## src/hw/rtl/skrf_pkg.sv

```systemverilog
// Shared types and constants for the scalar Kalman rate fusion unit.
package skrf_pkg;

  localparam int unsigned RateW    = 16;  // signed Q6.10 rate
  localparam int unsigned VarW     = 32;  // unsigned Q16.16 variance
  localparam int unsigned DenW     = VarW + 1;
  localparam int unsigned NumW     = 50;  // R*mean + var*gyro
  localparam int unsigned WideW    = 2 * VarW;
  localparam int unsigned SerSteps = VarW;
  localparam int unsigned SerCntW  = $clog2(SerSteps);

  localparam int unsigned CfgIdxW = 2;
  localparam logic [CfgIdxW-1:0] CfgMotionVar = 2'd0;
  localparam logic [CfgIdxW-1:0] CfgMeasVar   = 2'd1;
  localparam logic [CfgIdxW-1:0] CfgInitVar   = 2'd2;

  localparam logic ActGyro = 1'b0;
  localparam logic ActOdom = 1'b1;

  localparam logic [VarW-1:0] MotionVarRst = 32'd262144;   // 4.0
  localparam logic [VarW-1:0] MeasVarRst   = 32'd32768;    // 0.5
  localparam logic [VarW-1:0] InitVarRst   = 32'd65536000; // 1000.0

  typedef struct packed {
    logic                    action;
    logic signed [RateW-1:0] rate_sample;
  } skrf_in_req_t;

  typedef struct packed {
    logic signed [RateW-1:0] filtered_rate;
    logic [VarW-1:0]         estimate_variance;
  } skrf_out_req_t;

  // status of a serial unit
  typedef struct packed {
    logic busy;
    logic done;  // high in the cycle of the last step
  } skrf_sts_t;

endpackage

```

## src/hw/rtl/skrf_mac.sv

```systemverilog
// Bit-serial multiplier: R*mean + var*gyro and var*R, one multiplier bit per cycle.
module skrf_mac
  import skrf_pkg::*;
(
  input  logic                clk_i,
  input  logic                rst_ni,
  input  logic                start_i,
  input  logic [RateW-1:0]    mean_i,
  input  logic [RateW-1:0]    gyro_i,
  input  logic [VarW-1:0]     var_i,
  input  logic [VarW-1:0]     r_i,
  output skrf_sts_t           sts_o,
  output logic [NumW-1:0]     num_o,
  output logic [WideW-1:0]    prod_o
);

  localparam int unsigned HiW = NumW - VarW;  // signed high part of num
  localparam int unsigned TW  = HiW + 1;

  logic               busy_q, busy_d;
  logic [SerCntW-1:0] cnt_q, cnt_d;
  logic [VarW-1:0]    rx_q, vx_q, vh_q;
  logic [RateW-1:0]   mh_q, gh_q;
  logic [HiW-1:0]     h_q;
  logic [VarW-1:0]    l_q, ph_q, pl_q;
  logic [TW-1:0]      t_sum;
  logic [VarW:0]      p_sum;
  logic               last;

  assign last = (cnt_q == '0);

  always_comb begin
    t_sum = {h_q[HiW-1], h_q}
          + (rx_q[0] ? {{(TW-RateW){mh_q[RateW-1]}}, mh_q} : '0)
          + (vx_q[0] ? {{(TW-RateW){gh_q[RateW-1]}}, gh_q} : '0);
    p_sum = {1'b0, ph_q} + (rx_q[0] ? {1'b0, vh_q} : '0);
  end

  always_comb begin
    busy_d = busy_q;
    cnt_d  = cnt_q;
    if (start_i) begin
      busy_d = 1'b1;
      cnt_d  = SerCntW'(SerSteps - 1);
    end else if (busy_q) begin
      cnt_d = cnt_q - 1'b1;
      if (last) busy_d = 1'b0;
    end
  end

  always_ff @(posedge clk_i or negedge rst_ni) begin
    if (!rst_ni) begin
      busy_q <= 1'b0;
      cnt_q  <= '0;
    end else begin
      busy_q <= busy_d;
      cnt_q  <= cnt_d;
    end
  end

  always_ff @(posedge clk_i) begin
    if (start_i) begin
      rx_q <= r_i;
      vx_q <= var_i;
      vh_q <= var_i;
      mh_q <= mean_i;
      gh_q <= gyro_i;
      h_q  <= '0;
      l_q  <= '0;
      ph_q <= '0;
      pl_q <= '0;
    end else if (busy_q) begin
      rx_q <= {1'b0, rx_q[VarW-1:1]};
      vx_q <= {1'b0, vx_q[VarW-1:1]};
      h_q  <= t_sum[TW-1:1];
      l_q  <= {t_sum[0], l_q[VarW-1:1]};
      ph_q <= p_sum[VarW:1];
      pl_q <= {p_sum[0], pl_q[VarW-1:1]};
    end
  end

  assign sts_o.busy = busy_q;
  assign sts_o.done = busy_q & last;
  assign num_o      = {h_q, l_q};
  assign prod_o     = {ph_q, pl_q};

endmodule

```

## src/hw/rtl/skrf_div.sv

```systemverilog
// Restoring divider, one quotient bit per cycle; flags quotients of 2^32 and above.
module skrf_div
  import skrf_pkg::*;
(
  input  logic              clk_i,
  input  logic              rst_ni,
  input  logic              start_i,
  input  logic [WideW-1:0]  dividend_i,
  input  logic [DenW-1:0]   divisor_i,   // held by the caller while busy
  output skrf_sts_t         sts_o,
  output logic [VarW-1:0]   quotient_o,
  output logic              ovf_o
);

  logic               busy_q, busy_d;
  logic [SerCntW-1:0] cnt_q, cnt_d;
  logic [DenW-1:0]    rem_q;
  logic [VarW-1:0]    quo_q;
  logic               ovf_q;
  logic [DenW:0]      trial;
  logic [DenW+1:0]    diff;
  logic               ge;
  logic               last;

  assign last  = (cnt_q == '0);
  assign trial = {rem_q, quo_q[VarW-1]};
  assign diff  = {1'b0, trial} - {2'b00, divisor_i};
  assign ge    = ~diff[DenW+1];

  always_comb begin
    busy_d = busy_q;
    cnt_d  = cnt_q;
    if (start_i) begin
      busy_d = 1'b1;
      cnt_d  = SerCntW'(SerSteps - 1);
    end else if (busy_q) begin
      cnt_d = cnt_q - 1'b1;
      if (last) busy_d = 1'b0;
    end
  end

  always_ff @(posedge clk_i or negedge rst_ni) begin
    if (!rst_ni) begin
      busy_q <= 1'b0;
      cnt_q  <= '0;
    end else begin
      busy_q <= busy_d;
      cnt_q  <= cnt_d;
    end
  end

  // upper half below the divisor means the quotient fits in 32 bits
  always_ff @(posedge clk_i) begin
    if (start_i) begin
      ovf_q <= ({1'b0, dividend_i[WideW-1:VarW]} >= divisor_i);
      rem_q <= {1'b0, dividend_i[WideW-1:VarW]};
      quo_q <= dividend_i[VarW-1:0];
    end else if (busy_q) begin
      rem_q <= ge ? diff[DenW-1:0] : trial[DenW-1:0];
      quo_q <= {quo_q[VarW-2:0], ge};
    end
  end

  assign sts_o.busy = busy_q;
  assign sts_o.done = busy_q & last;
  assign quotient_o = quo_q;
  assign ovf_o      = ovf_q;

endmodule

```

## src/hw/rtl/scalar_kalman_rate_fusion_unit.sv

```systemverilog
// Top level of the scalar Kalman rate fusion unit: control, state and ports.
//
//   channel | direction | handshake                  | payload
//   --------+-----------+----------------------------+-------------------------
//   in      | input     | in_valid_i / in_stall_o    | in_req_i  (action, rate)
//   out     | output    | out_valid_o / out_stall_i  | out_req_o (rate, var)
//   cfg     | input     | cfg_we_i, cfg_idx_i        | cfg_wdata_i
//
// Gyro and seeding odometry requests never stall the input. A later odometry
// request stalls it after its accept through launch, 32-step bit-serial multiply,
// set-up states ABS, RND and DSTART, 32-step divider pair and final state (both
// passes skipped when both variances are zero), so no request is taken until it
// is done. Reset is asynchronous; the variance reloads its 1000.0 reset value.
// Requests are taken while a result waits in the output register; a finished
// computation holds in its final cycle until that register frees.
module scalar_kalman_rate_fusion_unit
  import skrf_pkg::*;
(
  input  logic                clk_i,
  input  logic                rst_ni,
  // input requests
  input  logic                in_valid_i,
  output logic                in_stall_o,
  input  skrf_in_req_t        in_req_i,
  // results
  output logic                out_valid_o,
  input  logic                out_stall_i,
  output skrf_out_req_t       out_req_o,
  // configuration writes
  input  logic                cfg_we_i,
  input  logic [CfgIdxW-1:0]  cfg_idx_i,
  input  logic [VarW-1:0]     cfg_wdata_i
);

  localparam logic [2:0] ST_IDLE   = 3'd0;
  localparam logic [2:0] ST_MSTART = 3'd1;  // zero check, launch multiply
  localparam logic [2:0] ST_MUL    = 3'd2;
  localparam logic [2:0] ST_ABS    = 3'd3;  // sign and magnitude of numerator
  localparam logic [2:0] ST_RND    = 3'd4;  // add half divisor for rounding
  localparam logic [2:0] ST_DSTART = 3'd5;
  localparam logic [2:0] ST_DIV    = 3'd6;
  localparam logic [2:0] ST_FIN    = 3'd7;  // saturate, commit, load output

  localparam int unsigned SumW = RateW + 2;

  logic [2:0]       state_q, state_d;

  // configuration
  logic [VarW-1:0]  mv_q, r_q;

  // filter state
  logic [RateW-1:0] mean_q, mean_d;
  logic [VarW-1:0]  var_q, var_d;
  logic [RateW-1:0] prev_q, prev_d;
  logic [RateW-1:0] gyro_q, gyro_d;
  logic             first_q, first_d;

  // working registers
  logic [DenW-1:0]  den_q, den_d;
  logic             skip_q, skip_d;
  logic             neg_q, neg_d;
  logic [NumW-1:0]  mag_q, mag_d;
  logic [WideW-1:0] dnum_q, dnum_d, dprd_q, dprd_d;

  // output register
  logic             out_valid_q, out_valid_d;
  skrf_out_req_t    out_req_q, out_req_d;

  logic             accept, out_free;
  logic             mac_start, div_start;
  skrf_sts_t        mac_sts, divm_sts, divv_sts;
  logic [NumW-1:0]  mac_num;
  logic [WideW-1:0] mac_prod;
  logic [VarW-1:0]  qm, qv;
  logic             ovf_m, ovf_v;

  logic [SumW-1:0]  pred_sum;
  logic [RateW-1:0] pred_mean;
  logic [VarW:0]    pred_var_sum;
  logic [VarW-1:0]  pred_var;
  logic             qm_big;
  logic [RateW-1:0] upd_mean;

  assign in_stall_o = (state_q != ST_IDLE);
  assign accept     = in_valid_i & ~in_stall_o;
  assign out_free   = ~out_valid_q | ~out_stall_i;

  // prediction: mean += rate - previous odometry rate, var += motion variance
  always_comb begin
    pred_sum = {{2{mean_q[RateW-1]}}, mean_q}
             + {{2{in_req_i.rate_sample[RateW-1]}}, in_req_i.rate_sample}
             - {{2{prev_q[RateW-1]}}, prev_q};
    if (!pred_sum[SumW-1] && (pred_sum[SumW-2:RateW-1] != 2'b00)) begin
      pred_mean = {1'b0, {(RateW-1){1'b1}}};
    end else if (pred_sum[SumW-1] && (pred_sum[SumW-2:RateW-1] != 2'b11)) begin
      pred_mean = {1'b1, {(RateW-1){1'b0}}};
    end else begin
      pred_mean = pred_sum[RateW-1:0];
    end
    pred_var_sum = {1'b0, var_q} + {1'b0, mv_q};
    pred_var     = pred_var_sum[VarW] ? '1 : pred_var_sum[VarW-1:0];
  end

  // rounded mean quotient back to a saturated signed rate
  always_comb begin
    qm_big = ovf_m | (|qm[VarW-1:RateW]);
    if (!neg_q) begin
      upd_mean = (qm_big | qm[RateW-1]) ? {1'b0, {(RateW-1){1'b1}}} : qm[RateW-1:0];
    end else if (qm_big | (qm[RateW-1] & (|qm[RateW-2:0]))) begin
      upd_mean = {1'b1, {(RateW-1){1'b0}}};
    end else begin
      upd_mean = RateW'(0) - qm[RateW-1:0];
    end
  end

  always_comb begin
    state_d     = state_q;
    mean_d      = mean_q;
    var_d       = var_q;
    prev_d      = prev_q;
    gyro_d      = gyro_q;
    first_d     = first_q;
    den_d       = den_q;
    skip_d      = skip_q;
    neg_d       = neg_q;
    mag_d       = mag_q;
    dnum_d      = dnum_q;
    dprd_d      = dprd_q;
    out_valid_d = out_valid_q & out_stall_i;
    out_req_d   = out_req_q;
    mac_start   = 1'b0;
    div_start   = 1'b0;

    unique case (state_q)
      ST_IDLE: begin
        if (accept) begin
          if (in_req_i.action == ActGyro) begin
            gyro_d = in_req_i.rate_sample;
          end else if (first_q) begin
            // first odometry sample seeds the filter, no result
            mean_d  = in_req_i.rate_sample;
            prev_d  = in_req_i.rate_sample;
            first_d = 1'b0;
          end else begin
            mean_d  = pred_mean;
            var_d   = pred_var;
            prev_d  = in_req_i.rate_sample;
            state_d = ST_MSTART;
          end
        end
      end
      ST_MSTART: begin
        den_d = {1'b0, var_q} + {1'b0, r_q};
        // both variances zero: keep the predicted mean, variance stays zero
        skip_d = (var_q == '0) && (r_q == '0);
        if ((var_q == '0) && (r_q == '0)) begin
          state_d = ST_FIN;
        end else begin
          mac_start = 1'b1;
          state_d   = ST_MUL;
        end
      end
      ST_MUL: begin
        if (mac_sts.done) state_d = ST_ABS;
      end
      ST_ABS: begin
        neg_d   = mac_num[NumW-1];
        mag_d   = mac_num[NumW-1] ? (NumW'(0) - mac_num) : mac_num;
        state_d = ST_RND;
      end
      ST_RND: begin
        dnum_d  = {{(WideW-NumW){1'b0}}, mag_q} + {{(WideW-VarW){1'b0}}, den_q[DenW-1:1]};
        dprd_d  = mac_prod + {{(WideW-VarW){1'b0}}, den_q[DenW-1:1]};
        state_d = ST_DSTART;
      end
      ST_DSTART: begin
        div_start = 1'b1;
        state_d   = ST_DIV;
      end
      ST_DIV: begin
        if (divm_sts.done) state_d = ST_FIN;
      end
      ST_FIN: begin
        if (out_free) begin
          if (!skip_q) begin
            mean_d = upd_mean;
            var_d  = qv;
          end
          out_valid_d                 = 1'b1;
          out_req_d.filtered_rate     = skip_q ? mean_q : upd_mean;
          out_req_d.estimate_variance = skip_q ? var_q : qv;
          state_d                     = ST_IDLE;
        end
      end
      default: state_d = ST_IDLE;
    endcase
  end

  always_ff @(posedge clk_i or negedge rst_ni) begin
    if (!rst_ni) begin
      state_q     <= ST_IDLE;
      mv_q        <= MotionVarRst;
      r_q         <= MeasVarRst;
      mean_q      <= '0;
      var_q       <= InitVarRst;
      prev_q      <= '0;
      gyro_q      <= '0;
      first_q     <= 1'b1;
      out_valid_q <= 1'b0;
    end else begin
      state_q     <= state_d;
      mean_q      <= mean_d;
      var_q       <= var_d;
      prev_q      <= prev_d;
      gyro_q      <= gyro_d;
      first_q     <= first_d;
      out_valid_q <= out_valid_d;
      if (cfg_we_i) begin
        unique case (cfg_idx_i)
          CfgMotionVar: mv_q <= cfg_wdata_i;
          CfgMeasVar:   r_q  <= cfg_wdata_i;
          // initial variance only matters at reset, which restores its
          // default, so the write has no lasting effect
          CfgInitVar:   ;
          default:      ;
        endcase
      end
    end
  end

  always_ff @(posedge clk_i) begin
    den_q     <= den_d;
    skip_q    <= skip_d;
    neg_q     <= neg_d;
    mag_q     <= mag_d;
    dnum_q    <= dnum_d;
    dprd_q    <= dprd_d;
    out_req_q <= out_req_d;
  end

  skrf_mac u_mac (
    .clk_i   (clk_i),
    .rst_ni  (rst_ni),
    .start_i (mac_start),
    .mean_i  (mean_q),
    .gyro_i  (gyro_q),
    .var_i   (var_q),
    .r_i     (r_q),
    .sts_o   (mac_sts),
    .num_o   (mac_num),
    .prod_o  (mac_prod)
  );

  // mean: (|num| + den/2) / den
  skrf_div u_div_mean (
    .clk_i      (clk_i),
    .rst_ni     (rst_ni),
    .start_i    (div_start),
    .dividend_i (dnum_q),
    .divisor_i  (den_q),
    .sts_o      (divm_sts),
    .quotient_o (qm),
    .ovf_o      (ovf_m)
  );

  // variance: (var*R + den/2) / den, always below 2^32
  skrf_div u_div_var (
    .clk_i      (clk_i),
    .rst_ni     (rst_ni),
    .start_i    (div_start),
    .dividend_i (dprd_q),
    .divisor_i  (den_q),
    .sts_o      (divv_sts),
    .quotient_o (qv),
    .ovf_o      (ovf_v)
  );

  assign out_valid_o = out_valid_q;
  assign out_req_o   = out_req_q;

  // multiply and divide passes never overlap
  assert property (@(posedge clk_i) disable iff (!rst_ni)
    !(mac_sts.busy && (divm_sts.busy || divv_sts.busy)))
    else $error("multiplier and dividers busy together");

  // the two dividers run in lockstep
  assert property (@(posedge clk_i) disable iff (!rst_ni)
    (divm_sts.busy == divv_sts.busy) && (divm_sts.done == divv_sts.done))
    else $error("dividers out of step");

  // updated variance never exceeds the measurement variance
  assert property (@(posedge clk_i) disable iff (!rst_ni)
    (state_q == ST_FIN && !skip_q) |-> (!ovf_v && qv <= r_q))
    else $error("variance update out of range");

  // no result before the filter has been seeded
  assert property (@(posedge clk_i) disable iff (!rst_ni)
    $rose(out_valid_o) |-> !first_q)
    else $error("result before first odometry sample");

endmodule

```

## config.mk

```make
export PLATFORM = sky130hd
export DESIGN_NAME = scalar_kalman_rate_fusion_unit
export DESIGN_NICKNAME = d
export VERILOG_FILES = /design/src/hw/rtl/skrf_pkg.sv /design/src/hw/rtl/skrf_mac.sv /design/src/hw/rtl/skrf_div.sv /design/src/hw/rtl/scalar_kalman_rate_fusion_unit.sv
export SDC_FILE = /design/constraint.sdc
export NUM_CORES = 2
export LEC_CHECK = 0
export BUFFER_PORTS_ARGS = -buffer_cell sky130_fd_sc_hd__buf_2
export CAP_MARGIN = 20
export CORE_AREA = 2 2 434 436
export DETAILED_ROUTE_END_ITERATION = 10
export DIE_AREA = 0 0 436 438
export MAX_ROUTING_LAYER = met4
export PLACE_DENSITY = 0.48
export SYNTH_ARGS = -nofsm -noshare
export SYNTH_HDL_FRONTEND = slang
export SYNTH_SLANG_ARGS = --single-unit
export TNS_END_PERCENT = 30
```

## constraint.sdc

```tcl
create_clock -name clk_i -period 13.6 [get_ports clk_i]
set_input_delay 1.36 -clock clk_i [delete_from_list [all_inputs] [get_ports clk_i]]
set_output_delay 1.36 -clock clk_i [all_outputs]
set_load 0.01 [all_outputs]
```

======== Word-level counts from Yosys, hierarchy flattened ========
Index checks and enable logic that the tools add are counted.
word-level totals
  logic and storage cells ................. 178
  latch bits .............................. 0
  memories ................................ 0
  bits in writable memories ............... 0
  input port bits ......................... 56
  bits in registers ....................... 801
  bits in read-only memories .............. 0
cells by class
  reductions and logical operators ........ 27
  shift-type cells ........................ 0
  magnitude comparators ................... 1
  bitwise gates (word level) .............. 15
  multipliers ............................. 0
  multiplexer cells ....................... 64
  $add $sub $neg .......................... 16
  eq/ne operators ......................... 15
  div/mod/pow operators ................... 0
operators by type and width
  operator                                            count
  2-to-1 mux 32 bit                                   19
  2-to-1 mux 16 bit                                   10
  subtractor 34 x 33 -> 35 bit                        2
  adder 32 x 32 -> 33 bit                             2
  2-to-1 mux 33 bit                                   2
  adder 64 x 32 -> 64 bit                             1
  logical NOT 32 bit                                  2
  case mux 32 bit (2 select lines)                    1
  adder 50 x 32 -> 51 bit                             1
  subtractor 1 x 50 -> 50 bit (first input constant)  1
  2-to-1 mux 49 bit                                   1
  adder 19 bit                                        2
  2-to-1 mux 19 bit                                   2
  adder 32 x 33 -> 33 bit                             1
  >= comparator 32 x 33 -> 1 bit                      1
  case mux 16 bit (2 select lines)                    1
  2-to-1 mux 5 bit                                    6
  case mux 3 bit (8 select lines)                     1
  2-to-1 mux 3 bit                                    7
  subtractor 17 x 16 -> 18 bit                        1
  adder 16 x 16 -> 17 bit                             1
  OR reduction 16 bit                                 1
  subtractor 1 x 16 -> 16 bit (first input constant)  1
  logical NOT 5 bit                                   3
  other kinds (22)                                    68

======== Logic depth before layout (Yosys ltp) ========
  word-level depth ........................ 10
  gate-level depth with buffers ........... 18
  depth with buffers taken out ............ 16

======== By module ========
Synthesis repeated with hierarchy kept, for this count alone.
unflattened totals
  cells, all modules ...................... 4,499
  area total of the unflattened synthesis .. 47,743.3 um^2
modules (own cells, without submodules)
  module                          seq. area each (um^2)  area an instance (um^2)  cells each  instances
  scalar_kalman_rate_fusion_unit  11,187.0               23,960.5                 2,251       1
  skrf_mac                        6,276.0                12,069.1                 1,048       1
  skrf_div                        2,122.0                5,856.9                  600         2

======== Worst setup path after synthesis ========
OpenSTA, ideal clock, no wires.
  path kind ............................... register to register
  start ................................... register state_q[2]
  end ..................................... register dnum_q[0] (enable)
  path slack .............................. 4.431 ns
  cell stages (with the launch flop) ...... 4
  data required time ...................... 12.870 ns
  library setup time ...................... 0.730 ns
  arrival ................................. 8.439 ns
  cells stage by stage .................... dfrtp_1 > clkbuf_1 > inv_1 > nor3_1
between the ends
  longest elaborated chain between the ends .. 1
ends and longest elaborated chain
  what                    line                                   source
  from (decl)             scalar_kalman_rate_fusion_unit.sv:46   logic [2:0] state_q, state_d;
  from (signal assigned)  scalar_kalman_rate_fusion_unit.sv:211  state_q <= state_d;
  equality test 3 bit     scalar_kalman_rate_fusion_unit.sv:134  unique case (state_q)
  to (signal assigned)    scalar_kalman_rate_fusion_unit.sv:236  dnum_q <= dnum_d;
  to (decl)               scalar_kalman_rate_fusion_unit.sv:63   logic [WideW-1:0] dnum_q, dnum_d, dprd_q, dprd_d;
No other way between the ends.
A chain may end at the register's enable or synchronous reset.

======== Worst setup path in the final report ========
  start ................................... register den_q[2]
  end ..................................... register u_div_mean.rem_q[1] (data pin)
between the ends
  longest elaborated chain between the ends .. 4
ends and longest elaborated chain
  what                          line                                   source
  from (decl)                   scalar_kalman_rate_fusion_unit.sv:59   logic [DenW-1:0] den_q, den_d;
  from (signal assigned)        scalar_kalman_rate_fusion_unit.sv:232  den_q <= den_d;
  subtractor 34 x 33 -> 35 bit  skrf_div.sv:27                         assign diff = {1'b0, trial} - {2'b00, divisor_i};
  2-to-1 mux 33 bit             skrf_div.sv:59                         rem_q <= ge ? diff[DenW-1:0] : trial[DenW-1:0];
  2-to-1 mux 32 bit             skrf_div.sv:58                         end else if (busy_q) begin
  2-to-1 mux 32 bit             skrf_div.sv:54                         if (start_i) begin
  to (signal assigned)          skrf_div.sv:56                         rem_q <= {1'b0, dividend_i[WideW-1:VarW]};
  to (signal assigned)          skrf_div.sv:59
  to (decl)                     skrf_div.sv:17                         logic [DenW-1:0] rem_q;
No other way between the ends. The select of a mux whose other input is x is not followed.

==> reports/qor.yml <==
layout.cells.non_filler: 7180
yosysSeqAreaShare_pct: 46.81
crit_start: "den_q[2]"
end_kind: "flip-flop"
row_count: 159
drtIter0Drc: 2427
ir_drop_mv: 0.1530
drt-pass1-iter-count: 5
cts_resized: 0
synthFlopType: "edfxtp_1"
h-tree-depth: 3
totalWireLength_mm: 137.3
crit_end: "u_div_mean.rem_q[1]"
antenna_found_initial: 7
synthArstFlopShare_pct: 21.19
clock_tree.root_cell: "clkbuf_16"
ys_warn_count: 0
finalSetupViolCount: 0
start_util_pct: 24.82
grt_max_degree: 149
crit_slowest_cell: "o31ai_1"
grt_pass1_vias: 33280
r2r.worst_path.cells: 13
slowest_delay_ns: 0.95
tightest_slew_ns: 1.143
syn_nets: 4916
seq_area_um2: 21680
cts_tree: "yes"
fmax_ghz: 0.2045
rrSetupSlack_ns: 8.71
port_buffers: 105
grt.total_usage_pct: 14.49
hpwl_mm: 101.3
synth_edf_count: 505
via_per_inst: 4.761
rsz0062_at_grt: "no"
multiInputGateArea_um2: 23200
synth_cell_type_count: 79
stdcell_area_um2: 52790
cts_made_buffers: 87
clock_latency_ns: 0.72
min_path_type: "reg2reg"
critPathMaxFanout: 27
grt_pass1_wl_mm: 208.3
swShare_pct: 43.20
syn_area_um2: 46310
slew_headroom_pct: 23.12
drtAntennaViolNets: 0
syn_inst: 4530
die_area_um2: 191000
num_io_pins: 106
p_total_w: 0.01512
skew_ns: 0.04661
switchingPower_w: 0.006534
pwr-share-seq_pct: 32.5
status: "finished, final reports clean"
grt_overflow: 0
fillers: 19720
hold_ws_ns: 0.4414
die_h_um: 438
pwr-share-comb_pct: 51.1
die_w_um: 436
syn-mean-instance-area_um2: 10.22
routabilityCongestion: 0.8713
drt-met1-wl_mm: 63.85
cts_buffer_depth: 3
syn2layout_area_growth_pct: 14.00
fin_tns_setup_ns: 0
reg2reg_to: "u_div_mean.rem_q[1]"
drc: 0
cp.required_ns: 14.05
postCtsSetupBuffers: 0
maxUsedRoutingLayer: "met4"
wl_per_cell_um: 19.12
maxSlewViolCount: 0
final_nets: 4995
cap_viol_max_count: 0
arrival_ns: 5.34
wl_met2_mm: 64.73
path_clk_slew_ns: 0.07
r2r_start: "den_q[2]"
num_vias: 34190
dp.cells: 7014
p_leak_nw: 21.84
fp.coreArea_um2: 186600
p_int_w: 0.008591
power.share.clock_pct: 16.4
min_period_over_period_pct: 35.96
drive_above_1_share_pct: 11.17
cp_cell_sequence: "inv_1 > ha_1 > nor2b_1 > o2111ai_1 > nand3_1 > a221oi_1 > or4_1 > nand2_1 > o31ai_1 > o21a_1 > buf_4 > mux2i_1 > mux2_2"
met3_length_mm: 5.363
placed_cell_area_um2: 49800
start_kind: "flip-flop"
hold_buffers: 0
cts_sinks: 788
ys_ff_latch: 788
power_density_nw_per_um2: 286.5
finalHoldViolCount: 0
layout_min_cycle_time_ns: 4.890
criticalPathCategory: "reg2reg"
-- critical path: cells and delay by family, from the launching register on --
kind | cells | cell delay [ns]
and+or+nand+nor | 4 | 0.73
muxes | 2 | 0.39
AOI/OAI and AO/OA | 4 | 2.12
adders and majority gates | 1 | 0.33
DFF | 1 | 0.42
buffers and inverters | 2 | 0.61
-- worst min-delay path by stage --
| stage | startpoint | endpoint | slack (ns) | cells past startpoint |
|---|---|---|---|---|
| CTS | mean_q[9] | u_mac.mh_q[9] | 0.45 | 0 |
| global placement | gyro_q[10] | u_mac.gh_q[10] | 0.43 | 0 |
| finish | mean_q[9] | u_mac.mh_q[9] | 0.44 | 0 |
| detailed placement | gyro_q[10] | u_mac.gh_q[10] | 0.43 | 0 |
| global route | gyro_q[2] | u_mac.gh_q[2] | 0.45 | 0 |
| floorplan | gyro_q[0] | u_mac.gh_q[0] | 0.42 | 0 |
-- layout make-up --
class                      count  area share, %
clock inverter                52         0.9860
inverter                     253          1.799
antenna                        2       0.009480
clock buffer                 111          4.650
multi-input combinational   3333          43.95
timing repair buffer         146          1.619
sequential                   788          41.07
tap                         2495          5.913
-- layer usage --
layer,track usage [%],up-vias
li1,-,16630
met1,19.13,16690
met2,23.43,697
met3,1.556,170
met4,4.236,0
met5,-,-
-- cell usage after synthesis (all sizes together) (18+ instances only) --
library cell,n,area (um^2)
xnor2,225,1971
o21bai,30,225.2
mux2,161,1813
clkbuf,139,521.8
o21a,47,352.8
a31oi,50,312.8
a211oi,34,255.2
o21ai,228,1141
nand2,525,1971
nor2,353,1325
nor3,65,336.6
nor4,41,256.5
nor2b,40,250.2
nand3,73,370.4
a221oi,20,175.2
nand2b,34,212.7
and3,33,206.5
ha,288,3603
o22ai,40,250.2
xor2,85,744.5
o31ai,33,262.8
a21oi,306,1531
edfxtp,505,15160
a21o,127,953.4
dfxtp,116,2322
or3,34,222.7
and2,51,319.1
mux2i,103,1031
inv,253,949.7
nand4,36,225.2
o211ai,18,135.1
dfrtp,158,3954
fa,42,840.8
-- metrics by stage --
stage / utilization [%] / setup WS, ns
2_1_floorplan: - / 4.431
3_3_place_gp: 26.69 / 8.214
3_5_place_dp: 26.69 / 8.210
4_1_cts: 28.28 / 8.825
5_1_grt: 28.29 / 8.413
6_report: 28.29 / 8.710
-- power groups by stage --
stage / Clock (W) / Combinational [W] / Sequential (W)
after floorplan: 0 / 0.00592 / 0.00452
after global placement: 0 / 0.00765 / 0.00495
after CTS: 0.00257 / 0.00776 / 0.00492
after detailed placement: 0 / 0.00771 / 0.00496
final: 0.00249 / 0.00773 / 0.00491
after global routing: 0.00264 / 0.00868 / 0.00502
-- registers in the layout (all words and copies together) (netlist names), 33 cells and up --
signal and count:
out_req_o 48, u_div_mean.rem_q 33, den_q 33, u_div_var.rem_q 33, mag_q 50, dprd_q 64, dnum_q 51
-- cell usage in the layout, fill, tap and decap left out, types with 93 or more instances in the layout --
cell type | synthesis | layout
a21o_1 | 127 | 127
a21oi_1 | 306 | 304
buf_2 | 1 | 104
clkbuf_16 | 0 | 93
dfrtp_1 | 158 | 157
dfxtp_1 | 116 | 115
edfxtp_1 | 505 | 505
ha_1 | 288 | 288
inv_1 | 252 | 251
mux2_2 | 161 | 161
mux2i_1 | 103 | 103
nand2_1 | 525 | 524
nor2_1 | 353 | 351
o21ai_0 | 226 | 226
xnor2_1 | 225 | 225
-- cells by family (layout without fill, tap and decap cells) --
kind of cell               Yosys count  after routing  synth area share, %
and+or+nand+nor                   1362           1362                13.61
DFF                                788            788                46.81
adders and majority gates          330            330                9.597
muxes                              264            264                6.141
other                                0              2                    0
buffers and inverters              409            562                3.318
xor gates and xnor gates           310            310                5.863
AOI/OAI and AO/OA                 1067           1067                14.66
(Power assumes the default switching activity.)
